**src/rtl/core/tsrg_pkg.sv**
```systemverilog
`default_nettype none
// ----------------------------------------------------------------------------
// tsrg_pkg
// Shared types, codes and constants of the text screen refresh governor.
// ----------------------------------------------------------------------------
package tsrg_pkg;

    localparam int CELLS    = 2000;
    localparam int CNT_W    = $clog2(CELLS + 1);
    localparam int SUM_W    = 20;
    localparam int TMO_W    = 10;
    localparam int STEP_W   = 8;
    localparam int LIMIT_W  = 4;
    localparam int PAGE_W   = 20;
    localparam int COLOR_W  = 8;
    localparam int CHAR_W   = 8;
    localparam int ATTR_W   = 8;
    localparam int KIND_W   = 3;
    localparam int STATUS_W = 2;
    localparam int PADDR_W  = 4;
    localparam int PDATA_W  = 32;
    localparam int PROD_W   = LIMIT_W + STEP_W;

    localparam logic [KIND_W-1:0] KIND_SCAN  = 3'd0;
    localparam logic [KIND_W-1:0] KIND_CELL  = 3'd1;
    localparam logic [KIND_W-1:0] KIND_FAULT = 3'd2;
    localparam logic [KIND_W-1:0] KIND_BIOS  = 3'd3;
    localparam logic [KIND_W-1:0] KIND_INPUT = 3'd4;

    localparam logic [STATUS_W-1:0] ST_NONE    = 2'd0;
    localparam logic [STATUS_W-1:0] ST_SCAN    = 2'd1;
    localparam logic [STATUS_W-1:0] ST_CELL    = 2'd2;
    localparam logic [STATUS_W-1:0] ST_DECIDED = 2'd3;

    localparam logic [1:0] REG_CHANGED  = 2'd0;
    localparam logic [1:0] REG_STEP     = 2'd1;
    localparam logic [1:0] REG_LIMIT    = 2'd2;
    localparam logic [1:0] REG_GRAPHICS = 2'd3;

    localparam logic [TMO_W-1:0]   RST_CHANGED  = 10'd100;
    localparam logic [STEP_W-1:0]  RST_STEP     = 8'd30;
    localparam logic [LIMIT_W-1:0] RST_LIMIT    = 4'd10;
    localparam logic [TMO_W-1:0]   RST_GRAPHICS = 10'd10;

    localparam logic [PAGE_W-1:0]  TEXT_PAGE_LO = 20'h000B8;
    localparam logic [PAGE_W-1:0]  TEXT_PAGE_HI = 20'h000BF;
    localparam logic [3:0]         FG_DARK_GRAY = 4'h8;
    localparam logic [3:0]         FG_GRAY      = 4'h7;
    localparam logic [COLOR_W-1:0] COLOR_HALF   = 8'd127;
    localparam logic [LIMIT_W-1:0] UC_MAX       = 4'hF;
    localparam logic [TMO_W-1:0]   TMO_MAX      = 10'h3FF;

    typedef struct packed {
        logic [TMO_W-1:0]   changed_timeout_ms;
        logic [STEP_W-1:0]  backoff_step_ms;
        logic [LIMIT_W-1:0] unchanged_limit;
        logic [TMO_W-1:0]   graphics_timeout_ms;
    } cfg_t;

    typedef struct packed {
        logic [KIND_W-1:0]        kind;
        logic                     buffer_present;
        logic                     text_display;
        logic signed [CHAR_W-1:0] char_code;
        logic [ATTR_W-1:0]        attribute;
        logic                     last_cell;
        logic [PAGE_W-1:0]        fault_page;
    } item_t;

    typedef struct packed {
        logic [STATUS_W-1:0] status;
        logic [TMO_W-1:0]    timeout_ms;
        logic                refresh;
        logic                unmap_text;
        logic                map_graphics;
        logic                arm_timer;
        logic [COLOR_W-1:0]  red;
        logic [COLOR_W-1:0]  green;
        logic [COLOR_W-1:0]  blue;
    } result_t;

    function automatic logic [COLOR_W-1:0] fg_level(input logic hue, input logic lum);
        logic [COLOR_W-1:0] a;
        logic [COLOR_W-1:0] b;
        a = hue ? COLOR_HALF : '0;
        b = lum ? COLOR_HALF : '0;
        return a + b;
    endfunction

endpackage
`default_nettype wire

```
**src/rtl/core/tsrg_chan_if.sv**
```systemverilog
`default_nettype none
// ----------------------------------------------------------------------------
// tsrg_item_if / tsrg_result_if
// Valid/ready channels carrying input words and result words.
// ----------------------------------------------------------------------------
interface tsrg_item_if;
    import tsrg_pkg::*;

    logic                     valid;
    logic                     ready;
    logic [KIND_W-1:0]        kind;
    logic                     buffer_present;
    logic                     text_display;
    logic signed [CHAR_W-1:0] char_code;
    logic [ATTR_W-1:0]        attribute;
    logic                     last_cell;
    logic [PAGE_W-1:0]        fault_page;

    modport source (
        output valid, kind, buffer_present, text_display, char_code, attribute,
               last_cell, fault_page,
        input  ready
    );
    modport sink (
        input  valid, kind, buffer_present, text_display, char_code, attribute,
               last_cell, fault_page,
        output ready
    );
endinterface

interface tsrg_result_if;
    import tsrg_pkg::*;

    logic                valid;
    logic                ready;
    logic [STATUS_W-1:0] status;
    logic [TMO_W-1:0]    timeout_ms;
    logic                refresh;
    logic                unmap_text;
    logic                map_graphics;
    logic                arm_timer;
    logic [COLOR_W-1:0]  red;
    logic [COLOR_W-1:0]  green;
    logic [COLOR_W-1:0]  blue;

    modport source (
        output valid, status, timeout_ms, refresh, unmap_text, map_graphics,
               arm_timer, red, green, blue,
        input  ready
    );
    modport sink (
        input  valid, status, timeout_ms, refresh, unmap_text, map_graphics,
               arm_timer, red, green, blue,
        output ready
    );
endinterface
`default_nettype wire

```
**src/rtl/core/tsrg_regs.sv**
```systemverilog
`default_nettype none
// ----------------------------------------------------------------------------
// tsrg_regs
// APB register file holding the timing and backoff settings.
// ----------------------------------------------------------------------------
module tsrg_regs (
    input  wire logic                          clk,
    input  wire logic                          rst_n,
    input  wire logic                          psel,
    input  wire logic                          penable,
    input  wire logic                          pwrite,
    input  wire logic [tsrg_pkg::PADDR_W-1:0]  paddr,
    input  wire logic [tsrg_pkg::PDATA_W-1:0]  pwdata,
    output logic      [tsrg_pkg::PDATA_W-1:0]  prdata,
    output logic                               pready,
    output tsrg_pkg::cfg_t                     cfg
);
    import tsrg_pkg::*;

    cfg_t       cfg_reg;
    logic       wr_en;
    logic [1:0] idx;

    assign pready = 1'b1;
    assign idx    = paddr[3:2];
    assign wr_en  = psel && penable && pwrite && pready;
    assign cfg    = cfg_reg;

    always_ff @(posedge clk or negedge rst_n)
    begin
        if (!rst_n)
        begin
            cfg_reg.changed_timeout_ms  <= RST_CHANGED;
            cfg_reg.backoff_step_ms     <= RST_STEP;
            cfg_reg.unchanged_limit     <= RST_LIMIT;
            cfg_reg.graphics_timeout_ms <= RST_GRAPHICS;
        end
        else if (wr_en)
        begin
            unique case (idx)
                REG_CHANGED:  cfg_reg.changed_timeout_ms  <= pwdata[TMO_W-1:0];
                REG_STEP:     cfg_reg.backoff_step_ms     <= pwdata[STEP_W-1:0];
                REG_LIMIT:    cfg_reg.unchanged_limit     <= pwdata[LIMIT_W-1:0];
                REG_GRAPHICS: cfg_reg.graphics_timeout_ms <= pwdata[TMO_W-1:0];
                default:      ;
            endcase
        end
    end

    always_comb
    begin
        prdata = '0;
        unique case (idx)
            REG_CHANGED:  prdata = PDATA_W'(cfg_reg.changed_timeout_ms);
            REG_STEP:     prdata = PDATA_W'(cfg_reg.backoff_step_ms);
            REG_LIMIT:    prdata = PDATA_W'(cfg_reg.unchanged_limit);
            REG_GRAPHICS: prdata = PDATA_W'(cfg_reg.graphics_timeout_ms);
            default:      prdata = '0;
        endcase
    end

endmodule
`default_nettype wire

```
**src/rtl/core/tsrg_core.sv**
```systemverilog
`default_nettype none
// ----------------------------------------------------------------------------
// tsrg_core
// Governor state and the per-word decision logic: scan start, graphics switch,
// cell color and checksum, frame decision with backoff, reactivation.
// ----------------------------------------------------------------------------
module tsrg_core (
    input  wire logic             clk,
    input  wire logic             rst_n,
    input  wire logic             fire,
    input  wire tsrg_pkg::cfg_t   cfg,
    input  wire tsrg_pkg::item_t  item,
    output tsrg_pkg::result_t     result
);
    import tsrg_pkg::*;

    logic               active_reg,    active_next;
    logic               revoked_reg,   revoked_next;
    logic               bios_reg,      bios_next;
    logic               even_reg,      even_next;
    logic               open_reg,      open_next;
    logic [SUM_W-1:0]   sum_even_reg,  sum_even_next;
    logic [SUM_W-1:0]   sum_odd_reg,   sum_odd_next;
    logic [LIMIT_W-1:0] uc_reg,        uc_next;
    logic [CNT_W-1:0]   cnt_reg,       cnt_next;

    logic [3:0]         fg;
    logic [SUM_W-1:0]   sum_new;
    logic [SUM_W-1:0]   sum_other;
    logic [CNT_W:0]     cnt_inc;
    logic [LIMIT_W-1:0] uc_inc;
    logic [PROD_W-1:0]  prod;
    logic               in_text_pages;

    assign fg        = (item.attribute[3:0] == FG_DARK_GRAY) ? FG_GRAY : item.attribute[3:0];
    assign sum_new   = (even_reg ? sum_even_reg : sum_odd_reg)
                       + SUM_W'(signed'(item.char_code));
    assign sum_other = even_reg ? sum_odd_reg : sum_even_reg;
    assign cnt_inc   = {1'b0, cnt_reg} + 1'b1;
    assign uc_inc    = (uc_reg == UC_MAX) ? UC_MAX : uc_reg + 1'b1;
    assign prod      = PROD_W'(uc_inc) * PROD_W'(cfg.backoff_step_ms);
    assign in_text_pages = (item.fault_page >= TEXT_PAGE_LO) && (item.fault_page <= TEXT_PAGE_HI);

    always_comb
    begin
        active_next   = active_reg;
        revoked_next  = revoked_reg;
        bios_next     = bios_reg;
        even_next     = even_reg;
        open_next     = open_reg;
        sum_even_next = sum_even_reg;
        sum_odd_next  = sum_odd_reg;
        uc_next       = uc_reg;
        cnt_next      = cnt_reg;
        result        = '0;

        unique case (item.kind)
            KIND_SCAN:
            begin
                if (item.buffer_present)
                begin
                    if (item.text_display)
                    begin
                        if (active_reg && !revoked_reg)
                        begin
                            if (even_reg)
                                sum_even_next = '0;
                            else
                                sum_odd_next = '0;
                            open_next     = 1'b1;
                            cnt_next      = '0;
                            result.status = ST_SCAN;
                        end
                    end
                    else
                    begin
                        open_next = 1'b0;
                        if (!revoked_reg)
                        begin
                            result.map_graphics = 1'b1;
                            revoked_next        = 1'b1;
                        end
                        result.status     = ST_SCAN;
                        result.timeout_ms = cfg.graphics_timeout_ms;
                        result.refresh    = 1'b1;
                    end
                end
            end
            KIND_CELL:
            begin
                if (open_reg)
                begin
                    result.red   = fg_level(fg[2], fg[3]);
                    result.green = fg_level(fg[1], fg[3]);
                    result.blue  = fg_level(fg[0], fg[3]);
                    if (even_reg)
                        sum_even_next = sum_new;
                    else
                        sum_odd_next = sum_new;
                    cnt_next      = cnt_inc[CNT_W-1:0];
                    result.status = ST_CELL;
                    if (item.last_cell || (cnt_inc >= (CNT_W+1)'(CELLS)))
                    begin
                        open_next     = 1'b0;
                        cnt_next      = '0;
                        even_next     = !even_reg;
                        result.status = ST_DECIDED;
                        if (sum_new != sum_other)
                        begin
                            uc_next           = '0;
                            result.timeout_ms = cfg.changed_timeout_ms;
                            result.refresh    = 1'b1;
                        end
                        else if (uc_inc < cfg.unchanged_limit)
                        begin
                            uc_next           = uc_inc;
                            result.timeout_ms = (|prod[PROD_W-1:TMO_W]) ? TMO_MAX
                                                                       : prod[TMO_W-1:0];
                        end
                        else
                        begin
                            uc_next           = '0;
                            active_next       = 1'b0;
                            result.unmap_text = 1'b1;
                        end
                    end
                end
            end
            KIND_FAULT:
            begin
                bios_next = 1'b0;
                if (in_text_pages || (bios_reg && !active_reg))
                begin
                    active_next      = 1'b1;
                    result.arm_timer = 1'b1;
                end
            end
            KIND_BIOS:
            begin
                bios_next = 1'b1;
            end
            KIND_INPUT:
            begin
                if (!active_reg)
                begin
                    active_next      = 1'b1;
                    result.arm_timer = 1'b1;
                end
            end
            default: ;
        endcase
    end

    always_ff @(posedge clk or negedge rst_n)
    begin
        if (!rst_n)
        begin
            active_reg   <= 1'b0;
            revoked_reg  <= 1'b0;
            bios_reg     <= 1'b0;
            even_reg     <= 1'b1;
            open_reg     <= 1'b0;
            sum_even_reg <= '0;
            sum_odd_reg  <= '0;
            uc_reg       <= '0;
            cnt_reg      <= '0;
        end
        else if (fire)
        begin
            active_reg   <= active_next;
            revoked_reg  <= revoked_next;
            bios_reg     <= bios_next;
            even_reg     <= even_next;
            open_reg     <= open_next;
            sum_even_reg <= sum_even_next;
            sum_odd_reg  <= sum_odd_next;
            uc_reg       <= uc_next;
            cnt_reg      <= cnt_next;
        end
    end

endmodule
`default_nettype wire

```
**src/rtl/core/text_screen_refresh_governor.sv**
```systemverilog
`default_nettype none
// ----------------------------------------------------------------------------
// text_screen_refresh_governor
// Refresh governor for an emulated text screen: input stage, decision core,
// result register and APB settings.
// ----------------------------------------------------------------------------
// Every input word gives exactly one result word. The input stage holds the
// accepted word and feeds the decision core, which updates the governor state
// and loads the result register together, so the result word is registered
// behind the input stage. One word is taken per clock while the result is not
// stalled by a low result ready. A waiting result does not block the input
// stage from holding the next word. The user must write settings over APB only
// while no words are in flight; the block itself does not enforce this.
module text_screen_refresh_governor (
    input  wire logic                          clk,
    input  wire logic                          rst_n,
    tsrg_item_if.sink                          item,
    tsrg_result_if.source                      result,
    input  wire logic                          psel,
    input  wire logic                          penable,
    input  wire logic                          pwrite,
    input  wire logic [tsrg_pkg::PADDR_W-1:0]  paddr,
    input  wire logic [tsrg_pkg::PDATA_W-1:0]  pwdata,
    output logic      [tsrg_pkg::PDATA_W-1:0]  prdata,
    output logic                               pready
);
    import tsrg_pkg::*;

    cfg_t    cfg;
    item_t   in_reg;
    logic    in_valid_reg;
    result_t res_comb;
    result_t res_reg;
    logic    res_valid_reg;
    logic    load;

    assign load       = in_valid_reg && (!res_valid_reg || result.ready);
    assign item.ready = !in_valid_reg || load;

    tsrg_regs u_regs (
        .clk     (clk),
        .rst_n   (rst_n),
        .psel    (psel),
        .penable (penable),
        .pwrite  (pwrite),
        .paddr   (paddr),
        .pwdata  (pwdata),
        .prdata  (prdata),
        .pready  (pready),
        .cfg     (cfg)
    );

    tsrg_core u_core (
        .clk    (clk),
        .rst_n  (rst_n),
        .fire   (load),
        .cfg    (cfg),
        .item   (in_reg),
        .result (res_comb)
    );

    always_ff @(posedge clk or negedge rst_n)
    begin
        if (!rst_n)
            in_valid_reg <= 1'b0;
        else if (item.ready)
            in_valid_reg <= item.valid;
    end

    always_ff @(posedge clk)
    begin
        if (item.valid && item.ready)
        begin
            in_reg.kind           <= item.kind;
            in_reg.buffer_present <= item.buffer_present;
            in_reg.text_display   <= item.text_display;
            in_reg.char_code      <= item.char_code;
            in_reg.attribute      <= item.attribute;
            in_reg.last_cell      <= item.last_cell;
            in_reg.fault_page     <= item.fault_page;
        end
    end

    always_ff @(posedge clk or negedge rst_n)
    begin
        if (!rst_n)
            res_valid_reg <= 1'b0;
        else if (load)
            res_valid_reg <= 1'b1;
        else if (result.ready)
            res_valid_reg <= 1'b0;
    end

    always_ff @(posedge clk)
    begin
        if (load)
            res_reg <= res_comb;
    end

    assign result.valid        = res_valid_reg;
    assign result.status       = res_reg.status;
    assign result.timeout_ms   = res_reg.timeout_ms;
    assign result.refresh      = res_reg.refresh;
    assign result.unmap_text   = res_reg.unmap_text;
    assign result.map_graphics = res_reg.map_graphics;
    assign result.arm_timer    = res_reg.arm_timer;
    assign result.red          = res_reg.red;
    assign result.green        = res_reg.green;
    assign result.blue         = res_reg.blue;

endmodule
`default_nettype wire
```
**src/flat_wrapper.sv**
```systemverilog
// flat-port wrapper written by rule: the top's interface ports become plain ports
module text_screen_refresh_governor_flat import tsrg_pkg::*;
  (clk, rst_n, psel, penable, pwrite, paddr, pwdata, prdata, pready, item_valid, item_kind, item_buffer_present, item_text_display, item_char_code, item_attribute, item_last_cell, item_fault_page, item_ready, result_valid, result_status, result_timeout_ms, result_refresh, result_unmap_text, result_map_graphics, result_arm_timer, result_red, result_green, result_blue, result_ready);
  tsrg_item_if item_i ();
  tsrg_result_if result_i ();
  input  wire logic clk;
  input  wire logic rst_n;
  input  wire logic psel;
  input  wire logic penable;
  input  wire logic pwrite;
  input  wire logic [tsrg_pkg::PADDR_W-1:0] paddr;
  input  wire logic [tsrg_pkg::PDATA_W-1:0] pwdata;
  output logic      [tsrg_pkg::PDATA_W-1:0] prdata;
  output logic pready;
  input wire logic [$bits(item_i.valid)-1:0] item_valid;
  input wire logic [$bits(item_i.kind)-1:0] item_kind;
  input wire logic [$bits(item_i.buffer_present)-1:0] item_buffer_present;
  input wire logic [$bits(item_i.text_display)-1:0] item_text_display;
  input wire logic [$bits(item_i.char_code)-1:0] item_char_code;
  input wire logic [$bits(item_i.attribute)-1:0] item_attribute;
  input wire logic [$bits(item_i.last_cell)-1:0] item_last_cell;
  input wire logic [$bits(item_i.fault_page)-1:0] item_fault_page;
  output wire logic [$bits(item_i.ready)-1:0] item_ready;
  output wire logic [$bits(result_i.valid)-1:0] result_valid;
  output wire logic [$bits(result_i.status)-1:0] result_status;
  output wire logic [$bits(result_i.timeout_ms)-1:0] result_timeout_ms;
  output wire logic [$bits(result_i.refresh)-1:0] result_refresh;
  output wire logic [$bits(result_i.unmap_text)-1:0] result_unmap_text;
  output wire logic [$bits(result_i.map_graphics)-1:0] result_map_graphics;
  output wire logic [$bits(result_i.arm_timer)-1:0] result_arm_timer;
  output wire logic [$bits(result_i.red)-1:0] result_red;
  output wire logic [$bits(result_i.green)-1:0] result_green;
  output wire logic [$bits(result_i.blue)-1:0] result_blue;
  input wire logic [$bits(result_i.ready)-1:0] result_ready;
  assign item_i.valid = item_valid;
  assign item_i.kind = item_kind;
  assign item_i.buffer_present = item_buffer_present;
  assign item_i.text_display = item_text_display;
  assign item_i.char_code = item_char_code;
  assign item_i.attribute = item_attribute;
  assign item_i.last_cell = item_last_cell;
  assign item_i.fault_page = item_fault_page;
  assign item_ready = item_i.ready;
  assign result_valid = result_i.valid;
  assign result_status = result_i.status;
  assign result_timeout_ms = result_i.timeout_ms;
  assign result_refresh = result_i.refresh;
  assign result_unmap_text = result_i.unmap_text;
  assign result_map_graphics = result_i.map_graphics;
  assign result_arm_timer = result_i.arm_timer;
  assign result_red = result_i.red;
  assign result_green = result_i.green;
  assign result_blue = result_i.blue;
  assign result_i.ready = result_ready;
  text_screen_refresh_governor u_core (.clk(clk), .rst_n(rst_n), .item(item_i), .result(result_i), .psel(psel), .penable(penable), .pwrite(pwrite), .paddr(paddr), .pwdata(pwdata), .prdata(prdata), .pready(pready));
endmodule
```
**config.mk**
```make
export PLATFORM = sky130hd
export DESIGN_NAME = text_screen_refresh_governor_flat
export DESIGN_NICKNAME = d
export VERILOG_FILES = /design/src/rtl/core/tsrg_pkg.sv /design/src/rtl/core/tsrg_chan_if.sv /design/src/rtl/core/tsrg_regs.sv /design/src/rtl/core/tsrg_core.sv /design/src/rtl/core/text_screen_refresh_governor.sv /design/src/flat_wrapper.sv
export SDC_FILE = /design/constraint.sdc
export NUM_CORES = 1
export LEC_CHECK = 0
export BUFFER_PORTS_ARGS = -buffer_cell sky130_fd_sc_hd__buf_4
export CORE_UTILIZATION = 54
export CTS_BUF_LIST = sky130_fd_sc_hd__clkbuf_8
export DETAILED_ROUTE_END_ITERATION = 7
export HOLD_SLACK_MARGIN = 0.1
export PLACE_DENSITY_LB_ADDON = 0.05
export SLEW_MARGIN = 10
export SYNTH_ARGS = -nofsm -noshare
export SYNTH_HDL_FRONTEND = slang
export SYNTH_HIERARCHICAL = 1
export SYNTH_SLANG_ARGS = --single-unit
```
**constraint.sdc**
```tcl
create_clock -name clk -period 5.2 [get_ports clk]
set_input_delay 1.56 -clock clk [delete_from_list [all_inputs] [get_ports clk]]
set_output_delay 1.56 -clock clk [all_outputs]
set_load 0.03 [all_outputs]
```
==> metrics.md <==
| Metric | Value |
|---|---|
| DP Cell Count | `1,314` |
| Peak supply drop | `0.2134 mV` |
| Core Util, Final | `62.62%` |
| Crit-path cells | `buf_12 > mux2_2 > ha_1 > a21o_1 > nor2_1 > a2111oi_1 > a211oi_1 > or4_1 > or4_1 > or3_4 > buf_4 > o221ai_1` |
| CTS buffer count | `17` |
| Mean Syn Cell Area | `10.65 um^2` |
| Register Area | `4619 um^2` |
| Hold-fix buffers, CTS | `0` |
| FF-to-FF Start | `u_core/u_core/even_reg` |
| CTS sink count | `169` |
| Int Power | `2.376 mW` |
| Max Cap Viol | `0` |
| Tcrit/Tclk final | `96.53%` |
| Worst Skew | `13.63 ps` |
| Req. time, crit path | `5500 ps` |
| H-tree Lvls | `4` |
| Vias in the first global route | `7,158` |
| Logic pwr share | `27.9%` |
| Delay-heaviest family, CP | `simple AND/OR/NAND/NOR gates` |
| PD cells | `306.7 nW/um^2` |
| Fin area | `11,830 um^2` |
| F_max | `0.1992 GHz` |
| Port buffer count | `105` |
| Initial antenna violation count | `0` |
| Routed Antenna Nets | `0` |
| Largest register FFs | `35` |
| FILL cells | `1,598` |
| Post-CTS setup buffers | `0` |
| Status | `completed` |
| CP peak stage delay | `950 ps` |
| Placed Instance Area | `11,410 um^2` |
| Crit path time final | `5019 ps` |
| Worst setup margin | `180.6 ps` |
| Clock power share | `25.8%` |
| Crit-path most repeated cell | `or4_1` |
| Post-layout total power | `3.629 mW` |
| Post-route insts no fill | `1,346` |
| Switching pwr | `1.252 mW` |
| Cell Area, Synth | `10,480 um^2` |
| Pin count of the biggest net entering global routing | `79` |
| Crit path buf inv count | `2` |
| Setup WS pre-CTS | `94.59 ps` |
| Crit Path Max Fanout | `24` |
| Crit path kind | `reg2reg` |
| Yosys warnings | `6` |
| FP Rows | `50` |
| Sw frac | `34.52%` |
| Pre-antenna DRT Iters | `5` |
| Slew margin rel. | `21.05%` |
| Hold Path Class | `reg2reg` |
| TNS Setup | `0 ps` |
| Final WL | `21.86 mm` |
| Core Area | `18,890 um^2` |
| DIE HEIGHT | `141.3 um` |
| Drt wl/cell | `16.24 um` |
| Worst Tran Pin Value | `1168 ps` |
| Vias | `7,475` |
| CTS clk-pin slew, worst paths | `100 ps` |
| DIE WIDTH | `141.3 um` |
| DP Wirelength | `15.99 mm` |
| DRC | `0` |
| Post-cts resize count | `0` |
| GRT Overall Usage | `23.23%` |
| Max Buffers Root-to-Sink | `2` |
| Area of the multi-input gates | `5323 um^2` |
| Clk_lat worst skew | `460 ps` |
| Share of layout cells above drive strength 1 | `25.14%` |
| Starting density of the core | `55.47%` |
| Final nets | `1,219` |
| Final Hold Viols | `0` |
| Lkg Pwr | `5.291 nW` |
| Hold_ws | `506.0 ps` |
| Via density | `5.553` |
| Flop pwr share | `46.3%` |
| Die ar. | `19,970 um^2` |
| Crit path DAT | `5320 ps` |
| Area grow syn2layout | `12.89%` |
| Ports | `160` |
| Setup violators final | `0` |
| HP Start | `u_core/u_core/sum_odd_reg[15]` |
| RD Place Congestion | `0.8760` |
| Critical Path Sink Type | `register` |
| CTS tree | `done` |
| Slowest stage cell, crit path | `a2111oi_1` |
| Aggregate global routing overflow | `0` |
| Worst setup path start | `u_core/u_core/even_reg` |
| CP startpoint kind | `register` |
| RSZ-0062 raised after global routing | `no` |
| CTS root buf | `clkbuf_8` |
| Antenna cell count | `0` |
| Pins over their slew limit | `0` |
| Cell count after synthesis | `984` |
| DR iter-0 viols | `399` |
| First-pass GRT wire length | `36.07 mm` |
==> worst min-delay path: cells and delay by family, from the launching register on <==
kind | cells | cell delay (ps)
DFF | 1 | 370
and+or+nand+nor | 1 | 50
AOI/OAI and AO/OA | 1 | 50
==> power by group through the flow <==
| stage | clock (mW) | sequential (mW) | combinational [mW] |
|---|---|---|---|
| 2_1_floorplan | 0 | 1.70 | 0.725 |
| 6_report | 0.935 | 1.68 | 1.01 |
| 4_1_cts | 0.967 | 1.68 | 1.02 |
| 3_3_place_gp | 0 | 1.70 | 1.00 |
| 3_5_place_dp | 0 | 1.71 | 1.01 |
| 5_1_grt | 1.02 | 1.70 | 1.10 |
==> area by class of cell <==
type                    count  share of cell area [%]
clock buffers              17                   1.978
repair buffers            133                   8.545
well taps                 260                   2.750
inverters                  39                   1.237
flip-flops and latches    169                   39.04
clock inverters            15                   1.459
multi-input cells         713                   44.99
==> layer usage <==
metal,share of wire [%],wire (um),global-route usage [%],vias to the layer above
li1,-,-,-,3698
met1,48,10590,31.97,3615
met2,47,10360,38.17,142
met3,2.9,642,3.442,20
met4,1.2,272,7.037,0
met5,0,0,0,-
==> layout by cell type (no fill, tap or decap), drive strengths merged, types with 6 or more instances in the layout <==
cell / count
buf: 133
o211ai: 22
nand4: 13
clkinv: 6
dfrtp: 82
clkbuf: 17
nand2b: 8
and3: 16
o21a: 8
o21ai: 51
nand2: 108
nor2b: 14
mux2: 61
edfxtp: 75
and2: 24
xor2: 15
a22o: 10
nor3: 11
o31ai: 25
or3: 6
nor2: 51
nand3: 13
fa: 13
a21o: 16
a21oi: 23
ha: 48
conb: 23
mux2i: 20
a31oi: 8
inv: 48
dfstp: 12
nor4: 8
xnor2: 26
==> path summary, 6_finish.rpt <==
check / to / slack, ps / depth (start not counted)
worst max-delay path: u_core/result.timeout_ms[7] / 180 / 12
worst min-delay path: u_core/u_core/sum_odd_reg[15] / 510 / 2
worst max register to register: u_core/result.timeout_ms[7] / 180 / 12
worst min register to register: u_core/u_core/sum_odd_reg[15] / 510 / 2
max in group asynchronous: u_core/u_core/sum_odd_reg[15] / 3090 / 2
min in group asynchronous: u_core/in_valid_reg / 1250 / 1
Note: power is estimated with default switching activity, not from simulation.
